===== src/rtl/assert_macros.svh =====
// Assertion macros shared by the RTL; empty when SYNTHESIS is defined.
`ifndef ASSERT_MACROS_SVH
`define ASSERT_MACROS_SVH

`ifndef SYNTHESIS

`define RPD_ASSERT_IMPLY(label, clk, rst_n, ante, cons, msg) \
  label: assert property (@(posedge clk) disable iff (!(rst_n)) (ante) |-> (cons)) \
    else $error(msg);

`define RPD_ASSERT_NEXT(label, clk, rst_n, ante, cons, msg) \
  label: assert property (@(posedge clk) disable iff (!(rst_n)) (ante) |=> (cons)) \
    else $error(msg);

`else

`define RPD_ASSERT_IMPLY(label, clk, rst_n, ante, cons, msg)

`define RPD_ASSERT_NEXT(label, clk, rst_n, ante, cons, msg)

`endif

`endif


===== src/rtl/rpd_pkg.sv =====
// Package: widths, limits and result kind codes of the request deframer.
`timescale 1ns / 1ps

package rpd_pkg;

  localparam int BYTE_W           = 8;
  localparam int VALUE_W          = 32;
  localparam int IDX_W            = 8;
  localparam int KIND_W           = 3;

  localparam int LENGTH_BITS      = 32;
  localparam int MAX_LENGTH_BYTES = 4;

  // Bits a decoded length may occupy; anything outside is a format error.
  localparam logic [VALUE_W-1:0] LEN_MASK = VALUE_W'((64'd1 << LENGTH_BITS) - 64'd1);

  typedef enum logic [KIND_W-1:0] {
    KIND_TYPE    = 3'd0,
    KIND_SERVICE = 3'd1,
    KIND_METHOD  = 3'd2,
    KIND_COUNT   = 3'd3,
    KIND_LENGTH  = 3'd4,
    KIND_DATA    = 3'd5,
    KIND_ERROR   = 3'd6
  } kind_t;

endpackage


===== src/rtl/rpd_byte_if.sv =====
// Channel interfaces: raw stream words in, decoded result words out.
`timescale 1ns / 1ps

interface rpd_byte_if import rpd_pkg::*; ();
  logic              valid;
  logic              ready;
  logic [BYTE_W-1:0] data_byte;

  modport source (output valid, output data_byte, input ready);
  modport sink   (input valid, input data_byte, output ready);
endinterface

interface rpd_result_if import rpd_pkg::*; ();
  logic               valid;
  logic               ready;
  logic [KIND_W-1:0]  kind;
  logic [VALUE_W-1:0] value;
  logic [IDX_W-1:0]   arg_index;
  logic               end_of_request;

  modport source (output valid, output kind, output value, output arg_index,
                  output end_of_request, input ready);
  modport sink   (input valid, input kind, input value, input arg_index,
                  input end_of_request, output ready);
endinterface


===== src/rtl/rpc_request_deframer.sv =====
// Top level: request stream deframer with BER-style argument length prefixes.
//
//  channel     dir  payload                                   handshake
//  in_byte     in   data_byte[7:0]                            valid/ready
//  out_result  out  kind[2:0] value[31:0] arg_index[7:0] eor  valid/ready
//
// One word is taken per cycle while in_byte.ready is high; its result (if any)
// goes to the output register. Only a long prefix's last length byte gives one.
// in_byte.ready drops only while a result is held and out_result.ready is low.
// Reset is synchronous (rst_n low): parser returns to expecting a type word.
`timescale 1ns / 1ps
`include "assert_macros.svh"

module rpc_request_deframer import rpd_pkg::*; (
  input  logic         clk,
  input  logic         rst_n,
  rpd_byte_if.sink     in_byte,
  rpd_result_if.source out_result
);

  typedef enum logic [6:0] {
    PH_TYPE     = 7'b0000001,
    PH_SERVICE  = 7'b0000010,
    PH_METHOD   = 7'b0000100,
    PH_COUNT    = 7'b0001000,
    PH_PREFIX   = 7'b0010000,
    PH_LENBYTES = 7'b0100000,
    PH_DATA     = 7'b1000000
  } phase_t;

  phase_t             phase_r, phase_nxt;
  logic [IDX_W-1:0]   args_total_r, args_total_nxt;
  logic [IDX_W-1:0]   cur_arg_r, cur_arg_nxt;
  logic [2:0]         len_left_r, len_left_nxt;
  logic [VALUE_W-1:0] len_accum_r, len_accum_nxt;
  logic [VALUE_W-1:0] data_left_r, data_left_nxt;

  logic               out_valid_r;
  kind_t              kind_r;
  logic [VALUE_W-1:0] value_r;
  logic [IDX_W-1:0]   arg_index_r;
  logic               eor_r;

  logic               in_acc;
  logic [BYTE_W-1:0]  b;

  logic               res_vld;
  kind_t              res_kind;
  logic [VALUE_W-1:0] res_value;
  logic [IDX_W-1:0]   res_idx;
  logic               res_eor;

  logic               fin_req;
  logic [VALUE_W-1:0] fin_len;
  logic [VALUE_W-1:0] accum_shift;
  logic [IDX_W:0]     arg_inc;
  logic               arg_last;

  assign b        = in_byte.data_byte;
  assign in_byte.ready = !out_valid_r || out_result.ready;
  assign in_acc   = in_byte.valid && in_byte.ready;

  assign out_result.valid          = out_valid_r;
  assign out_result.kind           = kind_r;
  assign out_result.value          = value_r;
  assign out_result.arg_index      = arg_index_r;
  assign out_result.end_of_request = eor_r;

  // Closing the current argument ends the frame when it was the last one.
  assign arg_inc     = {1'b0, cur_arg_r} + {{IDX_W{1'b0}}, 1'b1};
  assign arg_last    = (arg_inc[IDX_W-1:0] == args_total_r) ||
                       (arg_inc >= {1'b0, args_total_r});
  assign accum_shift = {len_accum_r[VALUE_W-BYTE_W-1:0], b};

  always_comb begin
    phase_nxt      = phase_r;
    args_total_nxt = args_total_r;
    cur_arg_nxt    = cur_arg_r;
    len_left_nxt   = len_left_r;
    len_accum_nxt  = len_accum_r;
    data_left_nxt  = data_left_r;
    res_vld        = 1'b0;
    res_kind       = KIND_TYPE;
    res_value      = VALUE_W'(b);
    res_idx        = '0;
    res_eor        = 1'b0;
    fin_req        = 1'b0;
    fin_len        = '0;

    case (phase_r)
      PH_SERVICE: begin
        phase_nxt = PH_METHOD;
        res_vld   = 1'b1;
        res_kind  = KIND_SERVICE;
      end
      PH_METHOD: begin
        phase_nxt = PH_COUNT;
        res_vld   = 1'b1;
        res_kind  = KIND_METHOD;
      end
      PH_COUNT: begin
        args_total_nxt = b;
        cur_arg_nxt    = '0;
        res_vld        = 1'b1;
        res_kind       = KIND_COUNT;
        if (b == '0) begin
          phase_nxt = PH_TYPE;
          res_eor   = 1'b1;
        end else begin
          phase_nxt = PH_PREFIX;
        end
      end
      PH_PREFIX: begin
        if (!b[7]) begin
          fin_req = 1'b1;
          fin_len = VALUE_W'(b);
        end else if (b[3:0] > 4'(MAX_LENGTH_BYTES)) begin
          phase_nxt   = PH_TYPE;
          cur_arg_nxt = '0;
          res_vld     = 1'b1;
          res_kind    = KIND_ERROR;
          res_idx     = cur_arg_r;
          res_eor     = 1'b1;
        end else if (b[3:0] == 4'd0) begin
          fin_req = 1'b1;
        end else begin
          len_left_nxt  = b[2:0];
          len_accum_nxt = '0;
          phase_nxt     = PH_LENBYTES;
        end
      end
      PH_LENBYTES: begin
        len_accum_nxt = accum_shift;
        len_left_nxt  = len_left_r - 3'd1;
        if (len_left_nxt == 3'd0) begin
          fin_req = 1'b1;
          fin_len = accum_shift;
        end
      end
      PH_DATA: begin
        data_left_nxt = data_left_r - VALUE_W'(1);
        res_vld       = 1'b1;
        res_kind      = KIND_DATA;
        res_idx       = cur_arg_r;
        if (data_left_nxt == '0) begin
          res_eor = arg_last;
          if (arg_last) begin
            phase_nxt   = PH_TYPE;
            cur_arg_nxt = '0;
          end else begin
            phase_nxt   = PH_PREFIX;
            cur_arg_nxt = arg_inc[IDX_W-1:0];
          end
        end
      end
      default: begin
        phase_nxt = PH_SERVICE;
        res_vld   = 1'b1;
        res_kind  = KIND_TYPE;
      end
    endcase

    // A complete length: too wide, zero, or the start of a data run.
    if (fin_req) begin
      res_vld   = 1'b1;
      res_idx   = cur_arg_r;
      res_value = fin_len;
      if ((fin_len & ~LEN_MASK) != '0) begin
        phase_nxt   = PH_TYPE;
        cur_arg_nxt = '0;
        res_kind    = KIND_ERROR;
        res_eor     = 1'b1;
      end else if (fin_len == '0) begin
        res_kind = KIND_LENGTH;
        res_eor  = arg_last;
        if (arg_last) begin
          phase_nxt   = PH_TYPE;
          cur_arg_nxt = '0;
        end else begin
          phase_nxt   = PH_PREFIX;
          cur_arg_nxt = arg_inc[IDX_W-1:0];
        end
      end else begin
        res_kind      = KIND_LENGTH;
        data_left_nxt = fin_len;
        phase_nxt     = PH_DATA;
      end
    end
  end

  always_ff @(posedge clk) begin
    if (!rst_n) begin
      phase_r      <= PH_TYPE;
      args_total_r <= '0;
      cur_arg_r    <= '0;
      len_left_r   <= '0;
      len_accum_r  <= '0;
      data_left_r  <= '0;
      out_valid_r  <= 1'b0;
    end else begin
      if (in_acc) begin
        phase_r      <= phase_nxt;
        args_total_r <= args_total_nxt;
        cur_arg_r    <= cur_arg_nxt;
        len_left_r   <= len_left_nxt;
        len_accum_r  <= len_accum_nxt;
        data_left_r  <= data_left_nxt;
      end
      if (in_acc && res_vld) begin
        out_valid_r <= 1'b1;
      end else if (out_result.ready) begin
        out_valid_r <= 1'b0;
      end
    end
  end

  always_ff @(posedge clk) begin
    if (in_acc && res_vld) begin
      kind_r      <= res_kind;
      value_r     <= res_value;
      arg_index_r <= res_idx;
      eor_r       <= res_eor;
    end
  end

  `RPD_ASSERT_IMPLY(a_err_ends_frame, clk, rst_n, out_valid_r && kind_r == KIND_ERROR, eor_r, "format error result without end of request")
  `RPD_ASSERT_IMPLY(a_hdr_idx_zero, clk, rst_n, out_valid_r && (kind_r == KIND_TYPE || kind_r == KIND_SERVICE || kind_r == KIND_METHOD || kind_r == KIND_COUNT), arg_index_r == '0, "header result with nonzero argument index")
  `RPD_ASSERT_NEXT(a_eor_resync, clk, rst_n, in_acc && res_vld && res_eor, phase_r == PH_TYPE && cur_arg_r == '0, "parser not back at type word after end of request")

endmodule

===== src/flat_wrapper.sv =====
// flat-port wrapper written by rule: the top's interface ports become plain ports
module rpc_request_deframer_flat import rpd_pkg::*;
  (clk, rst_n, in_byte_valid, in_byte_data_byte, in_byte_ready, out_result_valid, out_result_kind, out_result_value, out_result_arg_index, out_result_end_of_request, out_result_ready);
  rpd_byte_if in_byte_i ();
  rpd_result_if out_result_i ();
  input  logic clk;
  input  logic rst_n;
  input wire logic [$bits(in_byte_i.valid)-1:0] in_byte_valid;
  input wire logic [$bits(in_byte_i.data_byte)-1:0] in_byte_data_byte;
  output wire logic [$bits(in_byte_i.ready)-1:0] in_byte_ready;
  output wire logic [$bits(out_result_i.valid)-1:0] out_result_valid;
  output wire logic [$bits(out_result_i.kind)-1:0] out_result_kind;
  output wire logic [$bits(out_result_i.value)-1:0] out_result_value;
  output wire logic [$bits(out_result_i.arg_index)-1:0] out_result_arg_index;
  output wire logic [$bits(out_result_i.end_of_request)-1:0] out_result_end_of_request;
  input wire logic [$bits(out_result_i.ready)-1:0] out_result_ready;
  assign in_byte_i.valid = in_byte_valid;
  assign in_byte_i.data_byte = in_byte_data_byte;
  assign in_byte_ready = in_byte_i.ready;
  assign out_result_valid = out_result_i.valid;
  assign out_result_kind = out_result_i.kind;
  assign out_result_value = out_result_i.value;
  assign out_result_arg_index = out_result_i.arg_index;
  assign out_result_end_of_request = out_result_i.end_of_request;
  assign out_result_i.ready = out_result_ready;
  rpc_request_deframer u_core (.clk(clk), .rst_n(rst_n), .in_byte(in_byte_i), .out_result(out_result_i));
endmodule

===== config.mk =====
export PLATFORM = sky130hd
export DESIGN_NAME = rpc_request_deframer_flat
export DESIGN_NICKNAME = d
export VERILOG_FILES = /design/src/rtl/rpd_pkg.sv /design/src/rtl/rpd_byte_if.sv /design/src/rtl/rpc_request_deframer.sv /design/src/flat_wrapper.sv
export VERILOG_INCLUDE_DIRS = /design/src /design/src/rtl
export SDC_FILE = /design/constraint.sdc
export NUM_CORES = 1
export LEC_CHECK = 0
export BUFFER_PORTS_ARGS = -buffer_cell sky130_fd_sc_hd__clkbuf_2
export CORE_ASPECT_RATIO = 1.2
export CORE_MARGIN = 10
export CORE_UTILIZATION = 60
export CTS_CLUSTER_DIAMETER = 50
export DETAILED_ROUTE_END_ITERATION = 6
export HOLD_SLACK_MARGIN = 0.03
export PLACE_DENSITY = 0.8
export SLEW_MARGIN = 20
export SYNTH_ARGS = -nofsm -noshare
export SYNTH_HDL_FRONTEND = slang
export SYNTH_SLANG_ARGS = --single-unit

===== constraint.sdc =====
create_clock -name clk -period 4.3 [get_ports clk]
set_input_delay 0.43 -clock clk [delete_from_list [all_inputs] [get_ports clk]]
set_output_delay 0.43 -clock clk [all_outputs]
set_load 0.005 [all_outputs]

==> metrics.txt <==
Pwr Density=373 nW/um^2; commonest non-fill, non-tap cells in the layout=nor2_1, dfxtp_1, o21ai_0; post-synthesis mux area share=0.0118; CORE AREA=11100 sq um; largest family of logic cells by synthesized area=simple AND/OR/NAND/NOR gates; DPL Wire Length=14.4 mm; fin nets=842; largest net degree at the start of global routing=70; Worst Path Max Fanout=7; XOR/XNOR Fraction of Synth Area=0.0180; total die area=16000 sq um; worst setup path class=register to register; synth unique cells=67; peak supply drop=245 uV; commonest non-fill, non-tap cell in the layout=nor2_1; dpl ws=937 ps; CTS HTree Levels=4; Rel. slew slack=0.428; RSZ-0062 raised after global routing=no; final global-route overflow total=0; setup violators final=0; n_diodes=0; vias in the first global route=6116; asr flop ratio synth=0; Max Buffers Root-to-Sink=2; Avg WL per Cell=20.8 microns; Worst EP required=4670 ps; maximum achievable frequency=290 MHz; Initial DRC Count=601; most common flop cell mapped by yosys=dfxtp_1; final WL=20.4 mm; worst slew pin tran=854 ps; outcome=complete, no violations; DRC viols=0; via density per instance=6.53; final core occ=0.697; RePlAce Congestion=1.00; Worst path slowest cell=a2111oi_0; #FFs+latches synth=127; WP buf/inv=0; FP Rows=42; max cap viols=0; Hold Crit Class=primary input to register; Mapped Cells=781; Clock Skews=9.91 ps; Crit. End Element=register; crit path launch type=register; TritonRoute pass-1 iters=5; Post-synth EDFFs=44; synthesized area per cell=8.72 sq um; Initial Utilization=0.614; Leakage Power=3.00 nW; fin crit period=3450 ps; Area after DPL=7160 sq um; Placed Instances=952; Synth Area in Compound Gates=0.206; worst skew pair latency=430 ps; simple-gate portion of the synthesized area=0.257; CTS buffer count=17; fin crit share=0.802; critical path cell sequence=ha_1, nand3_1, and2_1, or2_2, ha_1, a2111oi_0, nand2_1, o21ai_0, nor2_1, a31oi_1, nand3_1, nor2_1, a32o_1; # hold bufs at CTS=0; setup TNS=0 ps; vias=6430; CTS clock-pin slew for the worst setup and hold paths=60 ps; root buf cell=clkbuf_16; post-route ant nets=0; fillers=899; Final Hold Viols=0; CP arrival=3820 ps; # IOs=58; initial antenna violation count=0; CP delay by family, top=simple AND/OR/NAND/NOR gates; Die Ht=137 microns; fin area=7730 sq um; post-CTS setup buffers=0; # port buffers=57; warnings from Yosys=0; fraction of layout cells with a size suffix above 1=0.142; total global-route track usage=0.261; synthesized area=6810 sq um; Max stage delay on crit path=520 ps; PostCTS Resize Cnt=0; clock sink total=127; Die Wd=117 microns; register area share after synthesis=0.438; syn_nets=806; area grow syn2layout=13.5%; adder-cell share of the synthesized area=0.0239; count of final max-slew check failures=0; post-route insts no fill=984; final setup margin=852 ps; first-pass GRT wire length=32.4 mm; CTS tree=yes
==> cell families after synthesis <==
family | after synthesis
buf+inv | 74
mux | 8
simple gates | 331
compound gates | 214
xor+xnor | 14
fa+ha+maj | 13
flops | 127
==> through the flow <==
| stage | hold slack [ps] | total power [W] |
|---|---|---|
| 2_1_floorplan | 456 | 0.00143 |
| 3_3_place_gp | 470 | 0.00150 |
| 3_5_place_dp | 484 | 0.00151 |
| 4_1_cts | 337 | 0.00289 |
| 5_1_grt | 353 | 0.00296 |
| 6_report | 352 | 0.00288 |
==> synthesized netlist by cell type (4+ instances only) <==
cell      number  share of area
a211oi_1       5         0.0055
a21o_1         4         0.0044
a21oi_1       44          0.032
a221oi_1       8          0.010
a22oi_1       34          0.037
a31oi_1        8         0.0073
a32o_1         4         0.0059
and2_1        10         0.0092
and3_1        39          0.036
buf_2          5         0.0037
clkbuf_1      42          0.023
dfxtp_1       83           0.24
edfxtp_1      44           0.19
ha_1          13          0.024
inv_1         20          0.011
mux2i_1        8          0.012
nand2_1       48          0.026
nand2b_1       6         0.0055
nand3_1       21          0.015
nand4_1       13          0.012
nor2_1        92          0.051
nor2b_1       15          0.014
nor3_1        31          0.023
nor4_1        20          0.018
o21a_1         8         0.0088
o21ai_0       62          0.046
o31ai_1        4         0.0044
or2_2          4         0.0037
or3_1          5         0.0046
or4_1          6         0.0066
xnor2_1        6         0.0077
xor2_1         8          0.010
==> metal layers <==
| layer | GRT usage | vias to the layer above | part of all wire |
|---|---|---|---|
| met2 | 0.446 | 337 | 0.50 |
| met5 | 0 | - | 0 |
| li1 | - | 2973 | - |
| met3 | 0.0464 | 65 | 0.071 |
| met4 | 0.156 | 0 | 0.046 |
| met1 | 0.295 | 3055 | 0.38 |
==> worst reg2reg max path, cell delays in order, from the launching register on <==
cell and delay (ps):
dfxtp_1 440, ha_1 300, nand3_1 170, and2_1 220
or2_2 280, ha_1 180, a2111oi_0 520, nand2_1 90
o21ai_0 130, nor2_1 140, a31oi_1 370, nand3_1 200
nor2_1 200, a32o_1 150
==> final cells by class <==
class / count / area, sq um / share of cell area
inverters: 21 / 78.8 / 0.0102
clock inverters: 13 / 138 / 0.0178
multi-input cells: 580 / 3520 / 0.456
clock buffers: 19 / 433 / 0.0560
flip-flops and latches: 127 / 2980 / 0.386
repair buffers: 70 / 383 / 0.0495
well taps: 154 / 193 / 0.0249
==> state kept, by name, summed over array words and instances (netlist names) <==
| name | count |
|---|---|
| u_core.len_accum_r | 24 |
| u_core.out_result.valid | 1 |
| u_core.len_left_r | 3 |
| u_core.out_result.value | 32 |
| u_core.phase_r | 7 |
| u_core.args_total_r | 8 |
| u_core.out_result.kind | 3 |
| u_core.out_result.end_of_request | 1 |
| u_core.cur_arg_r | 8 |
| u_core.out_result.arg_index | 8 |
| u_core.data_left_r | 32 |
==> path summary, 6_finish.rpt <==
path	cells after the start	startpoint	slack [ps]	end
max	13	u_core.cur_arg_r[0]	850	u_core.cur_arg_r[1]
min	1	in_byte_data_byte[3]	350	u_core.out_result.value[3]
max reg2reg	13	u_core.cur_arg_r[0]	850	u_core.cur_arg_r[1]
min reg2reg	2	u_core.len_left_r[1]	500	u_core.len_left_r[1]
==> report_power, final <==
part	internal [W]	switching [W]	total (W)	leakage (nW)
clock	0.000854	0.000544	0.00140	0.278
combinational	0.0000646	0.000134	0.000198	1.61
sequential	0.00127	0.0000180	0.00129	1.12
No activity file was read; power rests on OpenSTA's default activity.
